===== src/rtl/core/plcmt_pkg.sv =====
`timescale 1ns / 1ps
// Package for the multi-mode timer: mode codes, register indexes, reset values
// and the flag and result structs shared by plcmt_step and the top level.
// No dependencies.
package plcmt_pkg;

    localparam int DATA_W     = 32;
    localparam int CFG_IDX_W  = 2;
    localparam int TIME_BITS_DEFAULT = 32;

    // Timer modes
    typedef enum logic [1:0] {
        MODE_ON_DELAY  = 2'd0,
        MODE_OFF_DELAY = 2'd1,
        MODE_CYCLIC    = 2'd2,
        MODE_PWM       = 2'd3
    } mode_t;

    // Configuration register indexes
    localparam logic [CFG_IDX_W-1:0] CFG_TIMER_MODE  = 2'd0;
    localparam logic [CFG_IDX_W-1:0] CFG_DURATION    = 2'd1;
    localparam logic [CFG_IDX_W-1:0] CFG_ON_TIME     = 2'd2;
    localparam logic [CFG_IDX_W-1:0] CFG_OFF_TIME    = 2'd3;

    // Register reset values
    localparam mode_t             MODE_RESET     = MODE_CYCLIC;
    localparam logic [DATA_W-1:0] DURATION_RESET = 32'd1000;

    // Single-bit timer state
    typedef struct packed {
        logic running;
        logic prev_enable;
        logic pwm_phase;
        logic out_level;
    } flags_t;

    // One result beat
    typedef struct packed {
        logic              timer_out;
        logic              on_event;
        logic              off_event;
        logic [DATA_W-1:0] elapsed_ms;
    } result_t;

endpackage


===== src/rtl/core/plcmt_step.sv =====
`timescale 1ns / 1ps
// Combinational update step of the timer: next state and result for one beat.
// Depends on plcmt_pkg.
module plcmt_step
    import plcmt_pkg::*;
#(
    parameter int TIME_BITS = TIME_BITS_DEFAULT
)
(
    input  mode_t                 mode,
    input  logic [DATA_W-1:0]     duration,
    input  logic [DATA_W-1:0]     on_time,
    input  logic [DATA_W-1:0]     off_time,
    input  logic [TIME_BITS-1:0]  start_stamp,
    input  flags_t                flags,
    input  logic                  enable,
    input  logic                  restart_request,
    input  logic [DATA_W-1:0]     now_ms,
    output logic [TIME_BITS-1:0]  start_next,
    output flags_t                flags_next,
    output logic                  duration_load,
    output logic [DATA_W-1:0]     duration_value,
    output result_t               result
);

    // Compare width: wide enough for both time stamps and register values
    localparam int CW = (TIME_BITS > DATA_W) ? TIME_BITS : DATA_W;
    localparam logic [CW-1:0] TMASK = {CW{1'b1}} >> (CW - TIME_BITS);

    logic [CW-1:0] now_w;
    logic [CW-1:0] since_old;

    // Wrap the stamp and take elapsed time against the stored start
    assign now_w     = CW'(now_ms) & TMASK;
    assign since_old = (now_w - CW'(start_stamp)) & TMASK;

    always_comb
    begin
        logic          delay_on;
        logic          delay_off;
        logic          edge_seen;
        logic          restarted;
        logic          run;
        logic          lvl;
        logic          phase;
        logic          ev_on;
        logic          ev_off;
        logic [CW-1:0] since;
        logic [DATA_W-1:0] cur_len;

        delay_on       = (mode == MODE_ON_DELAY);
        delay_off      = (mode == MODE_OFF_DELAY);
        restarted      = 1'b0;
        run            = flags.running;
        lvl            = flags.out_level;
        phase          = flags.pwm_phase;
        ev_on          = 1'b0;
        ev_off         = 1'b0;
        duration_load  = 1'b0;
        duration_value = duration;

        // Edge detect for the delay modes
        edge_seen = (delay_on && !flags.prev_enable && enable) ||
                    (delay_off && flags.prev_enable && !enable);

        // Restart wins over the stop from the enable level
        if (edge_seen || restart_request)
        begin
            restarted = 1'b1;
            run       = 1'b1;
        end
        else if ((delay_on && !enable) || (delay_off && enable))
        begin
            run = 1'b0;
            lvl = 1'b0;
        end

        // A fresh restart means zero elapsed
        since = restarted ? '0 : since_old;

        // Cyclic: toggle each time the period runs out
        if (mode == MODE_CYCLIC && enable)
        begin
            if (!run || since >= CW'(duration))
            begin
                ev_on     = 1'b1;
                restarted = 1'b1;
                run       = 1'b1;
                lvl       = !lvl;
            end
        end

        // PWM: swap phase at the end of the current phase and reload its length
        cur_len = phase ? on_time : off_time;
        if (mode == MODE_PWM && enable)
        begin
            if (!run || since >= CW'(cur_len))
            begin
                phase          = !phase;
                ev_on          = phase;
                ev_off         = !phase;
                restarted      = 1'b1;
                run            = 1'b1;
                duration_load  = 1'b1;
                duration_value = phase ? on_time : off_time;
                lvl            = !lvl;
            end
        end

        // Delay modes: hold the output high while expired
        if ((delay_on || delay_off) && run && since >= CW'(duration))
        begin
            ev_on = 1'b1;
            lvl   = 1'b1;
        end

        since = restarted ? '0 : since_old;

        start_next             = restarted ? now_w[TIME_BITS-1:0] : start_stamp;
        flags_next.running     = run;
        flags_next.prev_enable = enable;
        flags_next.pwm_phase   = phase;
        flags_next.out_level   = lvl;

        result.timer_out  = lvl;
        result.on_event   = ev_on;
        result.off_event  = ev_off;
        result.elapsed_ms = run ? since[DATA_W-1:0] : '0;
    end

endmodule


===== src/rtl/core/plc_style_multimode_timer_top.sv =====
`timescale 1ns / 1ps
// Multi-mode timer (on-delay, off-delay, cyclic, pwm), top level.
// An accepted input beat passes through the input stage, then the output register.
// Throughput: one beat per cycle while out_stall does not hold the output.
// Reset: asynchronous, active low; mode cyclic, duration 1000, other state zero.
// Depends on plcmt_pkg and plcmt_step.
module plc_style_multimode_timer_top
    import plcmt_pkg::*;
#(
    parameter int TIME_BITS = TIME_BITS_DEFAULT
)
(
    input  logic                 clk,
    input  logic                 rst_n,
    // Configuration write port
    input  logic                 cfg_we,
    input  logic [CFG_IDX_W-1:0] cfg_index,
    input  logic [DATA_W-1:0]    cfg_wdata,
    // Input channel
    input  logic                 in_valid,
    output logic                 in_stall,
    input  logic                 enable,
    input  logic                 restart_request,
    input  logic [DATA_W-1:0]    now_ms,
    // Output channel
    output logic                 out_valid,
    input  logic                 out_stall,
    output logic                 timer_out,
    output logic                 on_event,
    output logic                 off_event,
    output logic [DATA_W-1:0]    elapsed_ms
);

    // Configuration registers
    mode_t                mode_reg;
    logic [DATA_W-1:0]    duration_reg;
    logic [DATA_W-1:0]    on_time_reg;
    logic [DATA_W-1:0]    off_time_reg;

    // Timer state
    logic [TIME_BITS-1:0] start_reg;
    logic [TIME_BITS-1:0] start_next;
    flags_t               flags_reg;
    flags_t               flags_next;
    logic                 duration_load;
    logic [DATA_W-1:0]    duration_value;

    // Input stage
    logic                 s1_valid_reg;
    logic                 s1_enable_reg;
    logic                 s1_restart_reg;
    logic [DATA_W-1:0]    s1_now_reg;

    // Output stage
    logic                 out_valid_reg;
    result_t              out_res_reg;
    result_t              step_res;

    logic                 out_load_ok;
    logic                 s1_fire;
    logic                 in_fire;

    assign out_load_ok = !out_valid_reg || !out_stall;
    assign s1_fire     = s1_valid_reg && out_load_ok;
    assign in_stall    = s1_valid_reg && !out_load_ok;
    assign in_fire     = in_valid && !in_stall;

    plcmt_step #(
        .TIME_BITS(TIME_BITS)
    ) u_step (
        .mode            (mode_reg),
        .duration        (duration_reg),
        .on_time         (on_time_reg),
        .off_time        (off_time_reg),
        .start_stamp     (start_reg),
        .flags           (flags_reg),
        .enable          (s1_enable_reg),
        .restart_request (s1_restart_reg),
        .now_ms          (s1_now_reg),
        .start_next      (start_next),
        .flags_next      (flags_next),
        .duration_load   (duration_load),
        .duration_value  (duration_value),
        .result          (step_res)
    );

    // Configuration writes; pwm phase starts reload the duration
    always_ff @(posedge clk or negedge rst_n)
    begin
        if (!rst_n)
        begin
            mode_reg     <= MODE_RESET;
            duration_reg <= DURATION_RESET;
            on_time_reg  <= '0;
            off_time_reg <= '0;
        end
        else if (cfg_we)
        begin
            case (cfg_index)
                CFG_TIMER_MODE: mode_reg     <= mode_t'(cfg_wdata[1:0]);
                CFG_DURATION:   duration_reg <= cfg_wdata;
                CFG_ON_TIME:    on_time_reg  <= cfg_wdata;
                CFG_OFF_TIME:   off_time_reg <= cfg_wdata;
                default:        mode_reg     <= mode_reg;
            endcase
        end
        else if (s1_fire && duration_load)
        begin
            duration_reg <= duration_value;
        end
    end

    // Advance timer state on each processed beat
    always_ff @(posedge clk or negedge rst_n)
    begin
        if (!rst_n)
        begin
            start_reg <= '0;
            flags_reg <= '0;
        end
        else if (s1_fire)
        begin
            start_reg <= start_next;
            flags_reg <= flags_next;
        end
    end

    // Stage valid flags
    always_ff @(posedge clk or negedge rst_n)
    begin
        if (!rst_n)
        begin
            s1_valid_reg  <= 1'b0;
            out_valid_reg <= 1'b0;
        end
        else
        begin
            if (in_fire)
            begin
                s1_valid_reg <= 1'b1;
            end
            else if (s1_fire)
            begin
                s1_valid_reg <= 1'b0;
            end

            if (s1_fire)
            begin
                out_valid_reg <= 1'b1;
            end
            else if (!out_stall)
            begin
                out_valid_reg <= 1'b0;
            end
        end
    end

    // Capture payloads
    always_ff @(posedge clk)
    begin
        if (in_fire)
        begin
            s1_enable_reg  <= enable;
            s1_restart_reg <= restart_request;
            s1_now_reg     <= now_ms;
        end
        if (s1_fire)
        begin
            out_res_reg <= step_res;
        end
    end

    assign out_valid  = out_valid_reg;
    assign timer_out  = out_res_reg.timer_out;
    assign on_event   = out_res_reg.on_event;
    assign off_event  = out_res_reg.off_event;
    assign elapsed_ms = out_res_reg.elapsed_ms;

    // On and off events never fire in the same update
    assert property (@(posedge clk) disable iff (!rst_n)
        s1_fire |-> !(step_res.on_event && step_res.off_event))
        else $error("on and off events fired together");

    // A stopped timer reports zero elapsed time
    assert property (@(posedge clk) disable iff (!rst_n)
        (s1_fire && !flags_next.running) |-> (step_res.elapsed_ms == '0))
        else $error("elapsed time nonzero while timer stopped");

    // Input only stalls when both stages are occupied
    assert property (@(posedge clk) disable iff (!rst_n)
        in_stall |-> (s1_valid_reg && out_valid_reg))
        else $error("input stalled with a free stage");

    // A processed beat always lands in the output register
    assert property (@(posedge clk) disable iff (!rst_n)
        s1_fire |=> out_valid_reg)
        else $error("processed beat lost");

endmodule

===== config.mk =====
export PLATFORM = sky130hd
export DESIGN_NAME = plc_style_multimode_timer_top
export DESIGN_NICKNAME = d
export VERILOG_FILES = /design/src/rtl/core/plcmt_pkg.sv /design/src/rtl/core/plcmt_step.sv /design/src/rtl/core/plc_style_multimode_timer_top.sv
export SDC_FILE = /design/constraint.sdc
export NUM_CORES = 1
export LEC_CHECK = 0
export ABC_AREA = 1
export BUFFER_PORTS_ARGS = -buffer_cell sky130_fd_sc_hd__clkbuf_2
export CAP_MARGIN = 30
export CORE_ASPECT_RATIO = 0.8
export CORE_MARGIN = 5
export CORE_UTILIZATION = 35
export CTS_BUF_LIST = sky130_fd_sc_hd__clkbuf_8 sky130_fd_sc_hd__clkbuf_16
export DETAILED_ROUTE_END_ITERATION = 12
export PLACE_DENSITY_LB_ADDON = 0.12
export SLEW_MARGIN = 0
export SYNTH_ARGS = -nofsm -noshare
export SYNTH_HDL_FRONTEND = slang
export SYNTH_HIERARCHICAL = 1
export SYNTH_SLANG_ARGS = --single-unit

===== constraint.sdc =====
create_clock -name clk -period 6.1 [get_ports clk]
set_input_delay 0.915 -clock clk [delete_from_list [all_inputs] [get_ports clk]]
set_output_delay 0.915 -clock clk [all_outputs]
set_load 0.02 [all_outputs]

Word-level counts from Yosys, hierarchy flattened
Cells that the tools add are included.
{"block": "word_totals", "out_inout_bits": 37, "register_bits": 205, "input_bits": 73, "wordCells": 112}
{"block": "classes", "addsub": 1, "muxes": 36, "reduce_logical": 46, "order_cmp": 2, "eq_ne": 8, "n_bitwise": 1}
{"cell": "$mux W32", "count": 8}
{"cell": "$ge A32 B32 Y1", "count": 2}
{"cell": "$sub A32 B32 Y32", "count": 1}
{"cell": "$mux W1", "count": 28}
{"cell": "$logic_and A1 B1 Y1", "count": 14}
{"cell": "$logic_not A1 Y1", "count": 11}
{"cell": "$reduce_and A2 Y1", "count": 5}
{"cell": "$eq A2 B2 Y1 const B", "count": 4}
{"cell": "$reduce_bool A2 Y1", "count": 4}
{"cell": "$logic_or A1 B1 Y1", "count": 7}
{"cell": "$eq A2 B1 Y1 const B", "count": 2}
{"cell": "$logic_not A2 Y1", "count": 2}
{"cell": "$ne A2 B1 Y1 const B", "count": 2}
{"cell": "$reduce_and A4 Y1", "count": 1}
{"cell": "$reduce_and A3 Y1", "count": 1}
{"cell": "$reduce_or A2 Y1", "count": 1}
{"cell": "$not A1 Y1", "count": 1}

Depth between registers and ports, before layout
{"block": "depth", "ltp_word": 18, "mapped_depth": 33, "depth_no_buf": 31}

Hierarchy
Netlist, hierarchy kept.
{"mod": "plc_style_multimode_timer_top", "cells_per_inst": 691, "area_per_inst_um2": 7516.0, "seq_area_each_um2": 5484.0, "n_inst": 1}
{"mod": "plcmt_step", "cells_per_inst": 1070, "area_per_inst_um2": 5559.1, "seq_area_each_um2": 0.0, "n_inst": 1}

Worst setup path after synthesis
OpenSTA, ideal clock, no wires.
{"block": "synth_path", "path_type": "reg-to-reg", "from": "register s1_now_reg[0]", "to": "register duration_reg[30]", "stages_incl_launch_ff": 31, "path_buffers": 3, "period_less_slack_ns": 3.751, "t_arrival_ns": 3.685, "required_time_ns": 6.034, "setup_ns": 0.066, "setup_slack_ns": 2.349, "cell_sequence": "edfxtp_1 > inv_1 > ha_1 > inv_1 > fa_1 > nand3_1 > nand2_1 > nand2_1 > nand2_1 > nand2_1 > nand2_1 > nand2_1 > o21ai_0 > xnor2_1 > nor2_1 > ha_1 > nand2_1 > nor2_1 > nand4_1 > nor2_1 > nand4_1 > nand4_2 > nand2_4 > inv_2 > buf_6 > buf_6 > nand2_1 > o21ai_2 > buf_4 > nand2_1 > nand2_1"}
{"block": "synth_between", "elab_chain_cells": 13, "word_cells_on_any_way": 15, "cone_classes": "1 x add/sub; 2 x order compare; 5 x mux; 7 x reduce/logical"}
{"element": "start, declared", "line_no": "plc_style_multimode_timer_top.sv:52", "source": "logic [DATA_W-1:0] s1_now_reg;"}
{"element": "start signal, assigned", "line_no": "plc_style_multimode_timer_top.sv:165", "source": "s1_now_reg <= now_ms;"}
{"element": "$sub A32 B32 Y32 *", "line_no": "plcmt_step.sv:35", "source": "assign since_old = (now_w - CW'(start_stamp)) & TMASK;"}
{"element": "$mux W32 *", "line_no": "plcmt_step.sv:79", "source": "since = restarted ? '0 : since_old;"}
{"element": "$ge A32 B32 Y1", "line_no": "plcmt_step.sv:84", "source": "if (!run || since >= CW'(duration))"}
{"element": "$logic_or A1 B1 Y1", "line_no": "plcmt_step.sv:84"}
{"element": "$mux W1", "line_no": "plcmt_step.sv:84"}
{"element": "$mux W1", "line_no": "plcmt_step.sv:82", "source": "if (mode == MODE_CYCLIC && enable)"}
{"element": "$logic_not A1 Y1", "line_no": "plcmt_step.sv:97", "source": "if (!run || since >= CW'(cur_len))"}
{"element": "$logic_or A1 B1 Y1 *", "line_no": "plcmt_step.sv:97"}
{"element": "$mux W1 *", "line_no": "plcmt_step.sv:97"}
{"element": "$mux W1 *", "line_no": "plcmt_step.sv:95", "source": "if (mode == MODE_PWM && enable)"}
{"element": "net duration_load", "line_no": "plc_style_multimode_timer_top.sv:45", "source": "logic duration_load;"}
{"element": "$logic_and A1 B1 Y1 *", "line_no": "plc_style_multimode_timer_top.sv:107", "source": "else if (s1_fire && duration_load)"}
{"element": "$reduce_bool A2 Y1 (no source line) *"}
{"element": "$reduce_and A4 Y1 (no source line) *"}
{"element": "end signal, assigned", "line_no": "plc_style_multimode_timer_top.sv:101", "source": "CFG_DURATION: duration_reg <= cfg_wdata;"}
{"element": "end signal, assigned", "line_no": "plc_style_multimode_timer_top.sv:109", "source": "duration_reg <= duration_value;"}
{"element": "end, declared", "line_no": "plc_style_multimode_timer_top.sv:36", "source": "logic [DATA_W-1:0] duration_reg;"}
Mark *: on every way through the listed nets, which the timed path passes. The rest lies on a longest branch.
A chain may end at the register's enable or synchronous reset.

Worst setup path after layout
{"block": "layout_path", "from": "register s1_now_reg[12]", "to": "register duration_reg[10]"}
Same word-level chain as after synthesis.

==> results.txt <==
syn_nets: 1931
share of cells above drive strength 1: 9.99%
antenna viol nets, final: 0
Post-CTS Resized: 0
Synth area leaders: dfrtp_1 25%, nand2_1 18%, edfxtp_1 16%
post-synthesis average cell area: 7.42 um2
Hold Violations, Final: 0
Chip Height: 183 um
crit start category: flip-flop
number of synthesized flops with an enable pin: 69
Fin Setup TNS: 0 ps
Die ar.: 41300 um2
worst IR drop on VDD: 0.000214 V
Syn. warnings: 6
Worst R2R End: duration_reg[10]
maximum number of pins on one net before global-route repair: 88
post-CTS setup buffer count: 0
Syn-to-layout area delta: 13.6%
Vias: 11496
most common cell in the netlist: nand2_1
drt wl/cell: 16.6 um
Die X: 226 um
initial core utilization: 35.4%
Reg2Reg Launch Point: s1_now_reg[12]
CTS tree: built
Worst R2R Path Depth: 23
Core Region: 37000 um2
Sink Count: 205
Tcrit/Tclk final: 84.5%
Yosys reg bits: 205
Multi-input gate area: 6560 um2
critical path launch point: s1_now_reg[12]
setup ws final: 944 ps
Synth Flop Type: dfrtp_1
overall routed net length: 38900 um
drt pass-1 iters: 6
Crit path arrival time: 5620 ps
Synth Area in Compound Gates: 12.6%
initial antenna violation count: 0
Final nets: 2014
1st-iter DRT viols: 1024
Crit Path Max Fanout: 32
global-route wire length before repair: 62400 um
Std-Cell Rows: 63
Max Clk Rate: 194 MHz
Num CTS Buffers: 24
fraction of registers with async set/reset: 66.3%
worst clock skew: 17.6 ps
largest area contributor in the netlist: dfrtp_1
ANT cells: 0
Post-Syn Area: 13100 um2
max-cap viol count: 0
final RePlAce weighted congestion: 0.940
critical path endpoint category: flip-flop
FILL cells: 3888
top cells by count, synth: 610 x nand2_1, 200 x o21ai_0, 179 x inv_1
FF/Latch Area: 5490 um2
CTS Hold Buffers Added: 0
Worst Tran Pin Value: 881 ps
Core Util, Final: 40.2%
PD cells: 429 nW/um2
Mapped Cells: 1761
Residual DRC: 0
IO Count: 110
fin crit period: 5160 ps
clk root buf: clkbuf_16
RSZ-0062 raised after global routing: false
total grt overflow: 0
sequential element share of the synthesized area: 41.9%
Setup-failing EPs final: 0
setup slack, reg-to-reg: 940 ps
final slew viol count: 0
Post-Place Setup Slack: 1040 ps
H-tree levels: 1
XOR/XNOR Fraction of Synth Area: 1.67%
CP endpoint: duration_reg[10]
Slew HR: 41.3%
multiplexer share of the synthesized area: 0%
WP data required: 6570 ps
Cells after DPL: 2305
number of global-route vias before repair: 10900
Buffers on Ports: 109
Pleak: 7.30 nW
Crit Path Class: flip-flop to flip-flop
outcome: complete, no violations
largest family of logic cells by synthesized area: simple AND/OR/NAND/NOR gates
Layout Cells excl Fill: 2349
hpwl dp: 27900 um
PnR Total Power: 6.37 mW
CTS clock-pin slew for the worst setup and hold paths: 60 ps
top-area cell type share of the netlist area: 24.7%
Distinct cells, synth: 36
GRT Util Overall: 18.7%
Clock Latency Late Sink: 540 ps
Synth Area in Adders: 9.34%
Hold Path Class: input port to asynchronous set/reset pin
Max Root-Sink Buffers: 3
simple-gate share of the synthesized area: 26.5%
DR vias/cell: 4.89
==> routing by layer <==
layer	part of all wire [%]	up-vias	global-route usage (%)
li1	-	5883	-
met4	1.6	0	3.20
met5	0	-	0
met3	5.1	39	2.69
met1	51	5296	28.6
met2	42	278	28.6
==> cell type report <==
class / instances / area share (%)
inverters: 183 / 4.62
repair buffers: 130 / 5.03
flip-flops and latches: 205 / 36.9
well taps: 487 / 4.10
multi-input cells: 1300 / 44.1
clock inverters: 16 / 0.632
clock buffers: 28 / 4.56
==> cells in the final DEF (no fill, tap or decap), types with 2 or more instances in the layout <==
cell type / n
ha_1: 96
nor2_1: 126
o211ai_1: 2
nand3_1: 84
dfstp_2: 7
clkinv_2: 3
o21ai_1: 30
nand2_1: 610
xnor2_1: 21
inv_2: 4
clkinv_1: 3
a21oi_1: 68
buf_4: 18
dfrtp_1: 128
xor2_1: 4
a21o_1: 8
o21a_1: 6
nand3_2: 4
inv_1: 187
clkbuf_2: 108
clkbuf_8: 2
nor3_1: 11
nand3b_1: 5
buf_12: 3
clkbuf_16: 26
o21ai_0: 200
nand4_1: 15
edfxtp_1: 69
==> report_power, final <==
part           switching [mW]  total [mW]  internal [mW]
combinational            1.94        2.96           1.02
clock                   0.593        1.42          0.828
sequential              0.239        1.98           1.74
total                    2.77        6.37           3.60
==> critical path: stages (launching register included) <==
cell      delay (ps)
edfxtp_1         410
ha_1             410
nand2_1          150
nor2_1           310
nand2_1           80
o21ai_0          590
nand3b_1         150
nand2_1          140
xor2_1           210
nor2_1           100
ha_1             340
nand2_1           60
nor2_1           130
nand4_1          200
nor2_1           250
nand4_1          150
nand4_2          180
nand2_4           70
inv_2            280
nand2_1          120
o21ai_2          160
buf_4            420
nand2_1          110
nand2_1           80
==> worst min path at each step <==
stage / from / end / slack [ps] / depth (start not counted)
after global placement: flags_reg[2] / flags_reg[2] / 470 / 2
after global routing: duration_reg[3] / duration_reg[3] / 500 / 2
after CTS: flags_reg[2] / flags_reg[2] / 480 / 2
after floorplan: flags_reg[2] / flags_reg[2] / 450 / 2
final: rst_n / start_reg[7] / 470 / 1
after detailed placement: flags_reg[2] / flags_reg[2] / 470 / 2
==> cell families after synthesis <==
logic type	after synthesis
compound gates	317
simple gates	861
buf+inv	256
flops	205
xor+xnor	25
fa+ha+maj	97
==> metrics by stage <==
stage / hold slack (ps) / area [um2]
2_1_floorplan: 449 / 13100
3_3_place_gp: 466 / 14100
3_5_place_dp: 466 / 14100
4_1_cts: 484 / 14900
5_1_grt: 501 / 14900
6_report: 474 / 14900
Note: power is estimated with default switching activity, not from simulation.
